==> src/hdl/lcis_cell.sv <==
`timescale 1ns / 1ps
// ----------------------------------------------------------------------------
// lcis_cell
// One column cell: holds one second-sequence element, the best length
// ending at this column and the column of match lengths for every row.
// ----------------------------------------------------------------------------
module lcis_cell #(
  parameter int VW = 32,
  parameter int FD = 32,
  parameter int SD = 32,
  parameter int J  = 0
) (
  input  logic                 clk,
  input  logic                 rst_n,
  input  logic                 clear,
  input  logic                 b_we,
  input  logic signed [VW-1:0] b_val,
  input  logic [$clog2(SD+1)-1:0] m_cnt,
  input  logic                 in_v,
  input  logic signed [VW-1:0] in_a,
  input  logic [$clog2(SD+1)-1:0] in_rm,
  input  logic [((FD > 1) ? $clog2(FD) : 1)-1:0] in_row,
  output logic                 out_v,
  output logic signed [VW-1:0] out_a,
  output logic [$clog2(SD+1)-1:0] out_rm,
  output logic [((FD > 1) ? $clog2(FD) : 1)-1:0] out_row,
  input  logic [((FD > 1) ? $clog2(FD) : 1)-1:0] rd_addr,
  output logic [$clog2(SD+1)-1:0] rd_data,
  output logic [$clog2(SD+1)-1:0] best,
  output logic [((FD > 1) ? $clog2(FD) : 1)-1:0] best_row
);

  localparam int FIW = (FD > 1) ? $clog2(FD) : 1;
  localparam int SCW = $clog2(SD + 1);
  localparam int LW  = $clog2(SD + 1);

  logic signed [VW-1:0] b_r;
  logic [LW-1:0]        best_r;
  logic [FIW-1:0]       row_r;
  logic                 out_v_r;
  logic signed [VW-1:0] out_a_r;
  logic [LW-1:0]        out_rm_r;
  logic [FIW-1:0]       out_row_r;
  logic [LW-1:0]        rd_r;
  logic [LW-1:0]        colmem [FD];

  logic          act;
  logic          eq;
  logic          gt;
  logic [LW-1:0] cellv;
  logic [LW-1:0] rm_nxt;

  // cell compare against the passing row word
  always_comb begin
    act    = in_v && (SCW'(J) < m_cnt);
    eq     = (in_a == b_r);
    gt     = (in_a > b_r);
    cellv  = eq ? (in_rm + LW'(1)) : '0;
    rm_nxt = (act && gt && (best_r > in_rm)) ? best_r : in_rm;
  end

  // control and column best
  always_ff @(posedge clk) begin
    if (!rst_n) begin
      out_v_r <= 1'b0;
      best_r  <= '0;
    end else begin
      out_v_r <= in_v;
      if (clear) begin
        best_r <= '0;
      end else if (act && eq && (cellv > best_r)) begin
        best_r <= cellv;
        row_r  <= in_row;
      end
    end
  end

  // payload to the next cell, element load, column table
  always_ff @(posedge clk) begin
    out_a_r   <= in_a;
    out_rm_r  <= rm_nxt;
    out_row_r <= in_row;
    if (b_we) begin
      b_r <= b_val;
    end
    if (in_v) begin
      colmem[in_row] <= cellv;
    end
    rd_r <= colmem[rd_addr];
  end

  assign out_v    = out_v_r;
  assign out_a    = out_a_r;
  assign out_rm   = out_rm_r;
  assign out_row  = out_row_r;
  assign rd_data  = rd_r;
  assign best     = best_r;
  assign best_row = row_r;

endmodule
==> config.mk <==
export PLATFORM = sky130hd
export DESIGN_NAME = lcis_cell
export DESIGN_NICKNAME = d
export VERILOG_FILES = /design/src/hdl/lcis_cell.sv
export SDC_FILE = /design/constraint.sdc
export NUM_CORES = 1
export LEC_CHECK = 0
export ABC_AREA = 1
export BUFFER_PORTS_ARGS = -buffer_cell sky130_fd_sc_hd__buf_2
export CAP_MARGIN = 20
export CORE_ASPECT_RATIO = 0.9
export CORE_MARGIN = 2
export CORE_UTILIZATION = 38
export DETAILED_ROUTE_END_ITERATION = 8
export GPL_TIMING_DRIVEN = 0
export SYNTH_ARGS = -nofsm -noshare
export SYNTH_HDL_FRONTEND = slang
export SYNTH_SLANG_ARGS = --single-unit
==> constraint.sdc <==
create_clock -name clk -period 12.75 [get_ports clk]
set_input_delay 3.1875 -clock clk [delete_from_list [all_inputs] [get_ports clk]]
set_output_delay 3.1875 -clock clk [all_outputs]
set_load 0.1 [all_outputs]
# Word level (Yosys, flattened, before mapping)
# Memories as Yosys holds them, arrays and structs flattened. A register that Yosys moved wholly into a read port is not among the register bits.
# Index checks and enable logic that the tools add are counted.
# W data, S select, Z words.
totals:
  latch_bits: 0
  word_cells: 27
  out_inout_bits: 61
  reg_bits: 87
  input_bits: 91
  rom_bits: 0
  ramBits: 192
  memories: 1
mem_list:
  columns: ["name", "words", "width", "rd", "rd_clocked_by_memory_dff", "write_ports", "line", "text"]
  rows:
  - ["colmem", 32, 6, 1, 1, 1, "45", "logic [LW-1:0] colmem [FD];"]
op_classes:
  shifts: 0
  n_mux: 4
  n_reduce_logical: 7
  add_sub_neg: 1
  eq_ne: 1
  n_lt_le_gt_ge: 4
  multipliers: 0
  div: 0
  n_bitwise: 2
op_table:
  columns: ["op", "count"]
  rows:
  - ["$eq A32 B32 Y1", 1]
  - ["$gt A32 B32 Y1", 1]
  - ["$gt A6 B6 Y1", 2]
  - ["$mux W6", 2]
  - ["$add A6 B1 Y6 const B", 1]
  - ["$lt A1 B6 Y1 const A", 1]
  - ["$logic_and A1 B1 Y1", 5]
  - ["$reduce_and A3 Y1", 1]
  - ["$mux W1", 2]
  - ["$not A1 Y1", 2]
  - ["$reduce_or A2 Y1", 1]

# Longest topological paths before layout
# Gate-level depths: netlist (run 1).
logic_depth:
  word_depth: 5
  mapped_depth: 19
  mapped_depth_nobuf: 19

# Worst setup path before layout (run 1)
# No wires, ideal clock.
synth_path:
  kind: "input port to flip-flop"
  from: "input port in_a[31]"
  to: "register row_r[0] (netlist: best_row[0]) (enable)"
  slack_ns: 5.915
  n_path_buf: 0
  arrival_ns: 6.495
  cell_stages: 15
  t_required_ns: 12.410
  setup_time_ns: 0.340
  cell_sequence: "ha_1 nand2_2 nor2_2 nand3_2 nor2_4 nand2_2 nor2_4 inv_2 nor3_1 ha_1 nand2_1 nor2_1 nand3_1 nand4_1 nor2_1"
synth_via:
  elab_chain_len: 5
  word_cells_on_any_way: 6
  classes_between: "order compare: 1; eq/ne: 1; mux: 1; reduce/logical: 3"
synth_rtl:
  columns: ["element", "line", "text"]
  rows:
  - ["start: declaration", "20", "input logic signed [VW-1:0] in_a,"]
  - ["$eq A32 B32 Y1", "56", "eq = (in_a == b_r);"]
  - ["$mux W6", "58", "cellv = eq ? (in_rm + LW'(1)) : '0;"]
  - ["net cellv[2]", "50", "logic [LW-1:0] cellv;"]
  - ["$gt A6 B6 Y1", "71", "end else if (act && eq && (cellv > best_r)) begin"]
  - ["$logic_and A1 B1 Y1", "71", null]
  - ["$reduce_and A3 Y1 (no line)", null, null]
  - ["end signal: assignment", "73", "row_r <= in_row;"]
  - ["end: declaration", "39", "logic [FIW-1:0] row_r;"]
# The timed path passes the listed nets, and every way through them passes these cells.
# A chain may end at the register's enable or synchronous reset.

# Worst setup path in the final report (run 1)
layout_path:
  from: "input port in_a[15]"
  to: "register row_r[1] (netlist: best_row[1]) (enable)"
# The elaborated chain is that of the path after synthesis.

==> results of run 1 <==
==> logic make-up after synthesis <==
kind of cell             after synthesis
adder cells (fa/ha/maj)               45
flip-flops                           285
AO/OA/AOI/OAI                        193
AND/OR/NAND/NOR                      319
XOR/XNOR                               2
buffers and inverters                126
==> per-stage QoR <==
stage | worst slack (ns) | hold WS, ns
after floorplan | 5.915 | 0.6637
after global placement | 3.948 | 0.5521
after detailed placement | 5.725 | 0.5550
after CTS | 6.329 | 0.5645
after global routing | 5.999 | 0.5886
final | 6.374 | 0.5617
==> worst paths after layout <==
path / endpoint / slack, ns / cells past startpoint
setup reg to reg: best_row[1] / 8.77 / 17
hold / removal: best[1] / 0.56 / 2
setup / recovery: best_row[1] / 6.37 / 17
hold reg to reg: best[1] / 0.56 / 2
==> worst max-delay path, stage by stage <==
cell and delay, ns:
buf_2 0.11, ha_1 0.29, nand2_1 0.07, nor2_1 0.16
nand4_1 0.26, inv_1 0.17, nand2_2 0.08, nor2_4 0.09
inv_2 0.13, nor2_4 0.68, ha_1 0.25, nand2_1 0.07
nor2_1 0.13, o21ai_0 0.10, o211ai_1 0.11, nand4_1 0.22
nor2_1 0.44
==> report_power, final <==
part / internal [mW] / switching [mW]
clock network: 0.516 / 0.362
registers: 1.01 / 0.00408
logic: 0.0515 / 0.166
==> final cells by class <==
class                           instances  area (sq um)  area share, %
Buffer                                 38         166.4          1.199
Clock buffer                           39         824.5          5.941
Sequential cell                       285          7998          57.62
Inverter                               88         332.8          2.398
Tap cell                              403         504.2          3.633
Clock inverter                         17         176.4          1.271
Antenna cell                            1         2.502        0.01803
Multi-Input combinational cell        559          3073          22.14
Timing Repair Buffer                  153         802.0          5.778
==> registers in the layout, indices dropped and copies added (netlist names), 5 cells and up <==
register,count
colmem,192
b_r,32
out_a,32
best,6
out_rm,6
rd_data,6
best_row,5
out_row,5
==> layout by cell type, fill, tap and decap left out, types with 3 or more instances in the layout <==
cell type,n
inv_1,85
nor2_1,174
clkbuf_8,4
clkbuf_16,30
nor2_4,6
buf_2,163
bufinv_16,3
buf_8,3
edfxtp_1,229
o21ai_0,110
ha_1,45
a211oi_1,3
nand2_1,89
o22ai_1,16
o221ai_1,32
o21ai_1,5
clkinvlp_4,3
a31oi_1,6
nand4_1,10
a21oi_1,19
clkbuf_1,25
dfxtp_1,56
nor2_2,3
clkinv_2,8
nand3_1,29
==> per-layer routing <==
layer | GRT usage (%) | part of all wire [%] | routed length, um
met3 | 4.694 | 11 | 3100
met1 | 25.71 | 43 | 12630
met4 | 5.272 | 2.1 | 614
met5 | 0 | 0 | 0
met2 | 28.86 | 45 | 13110
==> run_results.csv, run 1 <==
group,metric,value,unit
power,vdd_ir_drop_max,0.09772,mV
floorplanning,die_width,187.7,um
clocking,post_cts_hold_buffer_count,0,
clocking,cts.sink_count,285,
synthesis,post_synth.cell_area_avg,11.89,sq um
synthesis,synth_fa_ha_area_share,4.880,%
route,route.final.wire_length,29450,um
clocking,cts.repair_timing.setup_buffer_count,0,
critical_path,path_max_fanout,33,
synthesis,synth_compound_gate_area_share,9.760,%
synthesis,post_synthesis_simple_gate_area_fraction,11.56,%
synthesis,syn-cell-area,11540,sq um
critical_path,worst_ep_required_time,12.94,ns
route,drt_iter0_markers,796,
sta,fmax,156.8,MHz
clocking,cts-root-to-sink-buffers,3,
synthesis,synth_top_flop_cell,"edfxtp_1",
route,drt.antenna.violating_nets,0,
final_layout,drive_gt1_share,20.19,%
clocking,clk-insertion-delay-late,0.57,ns
clocking,cts_inserted_buffers,30,
route,detail_route.vias_per_cell,5.130,
outcome,outcome,"completed",
critical_path,critPathLaunchType,"input port",
power,fin_total_pwr,2.112,mW
synthesis,synth_common_cells,"229 x edfxtp_1, 179 x nor2_1, 110 x o21ai_0",
synthesis,combinational_family_with_the_most_area_after_synthesis,"simple AND/OR/NAND/NOR gates",
route,drc,0,
clocking,postCtsResizedCells,0,
sta,finalCritPeriodShare,50.01,%
hold_path,worstHoldStart,"best[1]",
synthesis,synthArstFlopShare,0,%
placed_design,hpwl,20030,um
sta,final_number_of_max_transition_violations,0,
floorplanning,fp-row-count,60,
floorplanning,floorplan.die.height,169.3,um
synthesis,synth_seq_cells,285,
placed_design,dp.cells,1526,
clocking,clkSlewWorstSetupHoldPaths,0.06,ns
synthesis,synthCells,970,
critical_path,worst-endpoint-arrival,6.56,ns
global_routing,grt_max_degree,34,
sta,hold_viol,0,
synthesis,synthXorXnorAreaFrac,0.1518,%
floorplanning,initial_utilization,38.61,%
clocking,tritoncts,"built",
synthesis,muxShareOfSynthArea,0,%
final_layout,final_cells,1583,
final_layout,fillCellCount,2779,
run,maxCapViolCount,0,
synthesis,synth_largest_area_cell,"edfxtp_1",
global_routing,gr-total-overflow,0,
sta,max_slew_margin,35.48,%
global_routing,wire_length_of_the_first_global_routing_pass,44880,um
sta,fin_tns_setup,0,ns
route,first_pass_iters,5,
sta,period_minus_slack,6.376,ns
power,p_leak,5.887,nW
sta,finalSetupViolCount,0,
critical_path,r2r-start,"b_r[15]",
synthesis,synth-edff-count,229,
sta,finalClockSkew,0.02510,ns
floorplanning,core_region_area,29880,sq um
synthesis,ys.warnings.count,0,
global_routing,grt_antenna_before_repair,1,
final_layout,final_layout_net_count,1291,
synthesis,synth_top_cells_by_area,"edfxtp_1 60%, dfxtp_1 9.7%, nor2_1 5.8%, ha_1 4.9%, o21ai_0 4.8%",
synthesis,post-synth-top-area-fraction,59.60,%
final_layout,post_route_standard_cell_area_excluding_fillers,13880,sq um
global_routing,first_global_vias,7800,
clocking,cts_root_buffer,"clkbuf_16",
route,vias,8121,
route,post_drt_wl_per_cell,18.61,um
final_layout,area.growth.synth_to_final,20.30,%
global_routing,global_route.usage.total,18.51,%
critical_path,timing_worst_setup_path_type,"in2reg",
placed_design,gpl.final_weighted_congestion,0.8719,
power,cell_pwr_density,152.2,nW/um^2
floorplanning,ios,152,
synthesis,synth.yosys.seq_area_share,69.32,%
clocking,htree_num_levels,1,
floorplanning,dieArea,31770,sq um
final_layout,finalCoreUtilization,46.45,%
critical_path,end_kind,"register",
synthesis,yosys.cell_types.count,33,
placed_design,placement.cell_area,12880,sq um
hold_path,min_path_type,"reg2reg",
critical_path,critical_path.startpoint,"in_a[15]",
sta,worst_slew_pin_slew,0.9643,ns
synthesis,yosysMostFrequentCell,"edfxtp_1",
sta,grt_setup_unrepaired,"no",
synthesis,synth_fp_nets,1106,
placed_design,buffer_ports.inserted,149,
(Power assumes the default switching activity.)
==> inputs of run 2 (changes only) <==
--- a/config.mk
+++ b/config.mk
@@ -5,7 +5,7 @@
 export SDC_FILE = /design/constraint.sdc
 export NUM_CORES = 1
 export LEC_CHECK = 0
-export ABC_AREA = 1
+export ABC_AREA = 0
 export BUFFER_PORTS_ARGS = -buffer_cell sky130_fd_sc_hd__buf_2
 export CAP_MARGIN = 20
 export CORE_ASPECT_RATIO = 0.9
==> constraint.sdc (replaced) <==
create_clock -name clk -period 6 [get_ports clk]
set_input_delay 1.5 -clock clk [delete_from_list [all_inputs] [get_ports clk]]
set_output_delay 1.5 -clock clk [all_outputs]
set_load 0.1 [all_outputs]
==> run 2 against run 1 <==
Sequential cell count unchanged; setup slack worse by 5.7 ns; synthesized area down 3.3%; synthesized cell count is 37% lower; design area fell by 3.6%; critical path type unchanged; critical endpoint is now best_row[4].
==> run_results.csv, run 2 <==
group,metric,value,unit
synthesis,post-synth-top-area-fraction,61.62,%
critical_path,path_max_fanout,17,
critical_path,worst_ep_required_time,6.17,ns
clocking,cts_inserted_buffers,28,
route,drc,0,
sta,worst_slew_pin_slew,0.9852,ns
global_routing,grt_antenna_before_repair,1,
synthesis,synth.yosys.seq_area_share,71.67,%
global_routing,wire_length_of_the_first_global_routing_pass,34590,um
synthesis,synth_common_cells,"229 x edfxtp_1, 60 x mux4_2, 56 x dfxtp_1",
outcome,outcome,"completed",
clocking,tritoncts,"built",
global_routing,gr-total-overflow,0,
critical_path,timing_worst_setup_path_type,"in2reg",
power,vdd_ir_drop_max,0.2387,mV
clocking,postCtsResizedCells,0,
global_routing,gr-max-usage-layer,"met2",
floorplanning,ios,152,
synthesis,synthCells,610,
route,route.final.wire_length,22650,um
floorplanning,fp-row-count,59,
synthesis,synth_top_flop_cell,"edfxtp_1",
sta,max_slew_margin,34.25,%
placed_design,hpwl,16420,um
synthesis,yosysMostFrequentCell,"edfxtp_1",
global_routing,global_route.usage.met3,3.980,%
final_layout,drive_gt1_share,35.17,%
sta,fmax,186.6,MHz
final_layout,register_bank_with_the_most_flops,"colmem",
global_routing,first_global_vias,5943,
clocking,clkSlewWorstSetupHoldPaths,0.06,ns
power,cell_pwr_density,308.8,nW/um^2
synthesis,ys.warnings.count,0,
sta,finalCritPeriodShare,89.31,%
global_routing,global_route.usage.total,14.98,%
final_layout,mostFrequentLayoutCell,"edfxtp_1",
synthesis,synth-edff-count,229,
final_layout,finalCoreUtilization,46.26,%
clocking,cts-root-to-sink-buffers,3,
critical_path,critPathLaunchType,"input port",
route,detail_route.vias_per_cell,4.806,
sta,finalSetupViolCount,0,
synthesis,synth_seq_cells,285,
critical_path,worst-endpoint-arrival,5.52,ns
clocking,cts_root_buffer,"clkbuf_16",
global_routing,grt_max_degree,33,
route,post_drt_wl_per_cell,18.67,um
floorplanning,floorplan.die.height,166.6,um
route,drt.antenna.violating_nets,0,
final_layout,fillCellCount,2540,
power,p_leak,5.501,nW
clocking,htree_num_levels,1,
route,first_pass_iters,5,
hold_path,min_path_type,"reg2reg",
route,drt_iter0_markers,401,
final_layout,layout.cells.most_common_list,"229 x edfxtp_1, 150 x buf_2, 60 x mux4_2, 56 x dfxtp_1, 47 x inv_1",
floorplanning,core_region_area,28940,sq um
final_layout,area.growth.synth_to_final,19.95,%
route,vias,5830,
final_layout,largest_register_ff_count,192,
sta,period_minus_slack,5.358,ns
floorplanning,die_width,184.6,um
sta,finalHoldWorstSlack,0.5656,ns
sta,hold_viol,0,
final_layout,final_layout_net_count,930,
sta,final_number_of_max_transition_violations,0,
floorplanning,dieArea,30760,sq um
clocking,cts.repair_timing.setup_buffer_count,0,
global_routing,met2_usage,22.46,%
synthesis,synth_top_cells_by_area,"edfxtp_1 62%, mux4_2 12%, dfxtp_1 10%, ha_1 5.0%, inv_1 1.6%",
clocking,clk-insertion-delay-late,0.53,ns
sta,grt_setup_unrepaired,"no",
sta,finalClockSkew,0.01539,ns
placed_design,gpl.final_weighted_congestion,0.7769,
floorplanning,initial_utilization,38.56,%
synthesis,yosys.cell_types.count,45,
clocking,post_cts_hold_buffer_count,0,
synthesis,synth_largest_area_cell,"edfxtp_1",
synthesis,synthArstFlopShare,0,%
critical_path,end_kind,"register",
synthesis,synth_fp_nets,746,
run,maxCapViolCount,0,
synthesis,syn-cell-area,11160,sq um
synthesis,post_synth.cell_area_avg,18.29,sq um
global_routing,gr-usage-met1,22.04,%
clocking,cts.sink_count,285,
placed_design,buffer_ports.inserted,148,
## run 2: cell count changes after synthesis, moves of 7 or more
cell / change
buf_2: -12
clkbuf_1: -12
inv_1: -38
mux2_2: +7
mux4_2: +60
nand2_1: -78
nand3_1: -24
nor2_1: -136
o21ai_0: -103
o221ai_1: -32
o22ai_1: -16
## run 2: per-layer routing
layer	vias up	part of all wire, %
li1	2750	-
met1	2862	45
met2	192	45
met3	26	7.7
met4	0	1.5
met5	-	0
## run 2: worst paths after layout
| check | from | endpoint | slack [ns] | cells past startpoint |
|---|---|---|---|---|
| setup / recovery | in_a[27] | best_row[4] | 0.64 | 16 |
| hold / removal | best[3] | out_rm[3] | 0.57 | 2 |
| setup reg to reg | b_r[27] | best_row[4] | 1.37 | 16 |
| hold reg to reg | best[3] | out_rm[3] | 0.57 | 2 |
## run 2: where the power goes
| group | switching, mW | leakage (nW) | internal (mW) |
|---|---|---|---|
| sequential | 0.00734 | 3.05 | 2.15 |
| clock | 0.701 | 0.435 | 0.963 |
| combinational | 0.227 | 2.02 | 0.0873 |
## run 2: final cells by class
type / instances / area (sq um) / area share, %
well taps: 396 / 495.5 / 3.702
clock buffers: 39 / 793.3 / 5.926
repair buffers: 154 / 830.8 / 6.207
plain buffers: 16 / 70.07 / 0.5235
flip-flops and latches: 285 / 7998 / 59.75
multi-input cells: 262 / 2928 / 21.87
diodes: 1 / 2.502 / 0.01870
inverters: 47 / 176.4 / 1.318
clock inverters: 13 / 91.34 / 0.6824
## run 2: logic make-up after synthesis
group,Yosys count,share of synthesized area [%]
flops,285,71.67
compound gates,37,1.973
simple gates,98,4.765
buf+inv,63,2.209
xor+xnor,4,0.3139
fa+ha+maj,45,5.045
mux,78,14.03
## run 2: critical path, cell delays in order
cell	delay [ns]
buf_2	0.11
ha_1	0.31
nand4_1	0.20
nor4_4	0.35
nand3_2	0.10
or3_1	0.37
buf_2	0.19
nor2_2	0.59
buf_8	0.25
ha_1	0.15
nand4_1	0.12
nor2_1	0.13
a211oi_1	0.05
or4_1	0.48
buf_6	0.16
nor2_1	0.47
## run 2: through the flow
step                      instance area [sq um]  setup TNS (ns)  setup WS (ns)  power, mW  std cells
after detailed placement                  12480        -0.09810       -0.01991      2.515       1159
after floorplan                           11160               0         0.5047      2.422        610
after global placement                    12400          -8.440        -0.9998      2.511       1154
final                                     13390               0         0.6415      4.134       1213
after CTS                                 13370               0         0.5326      4.179       1211
after global routing                      13390               0         0.1627      4.292       1213
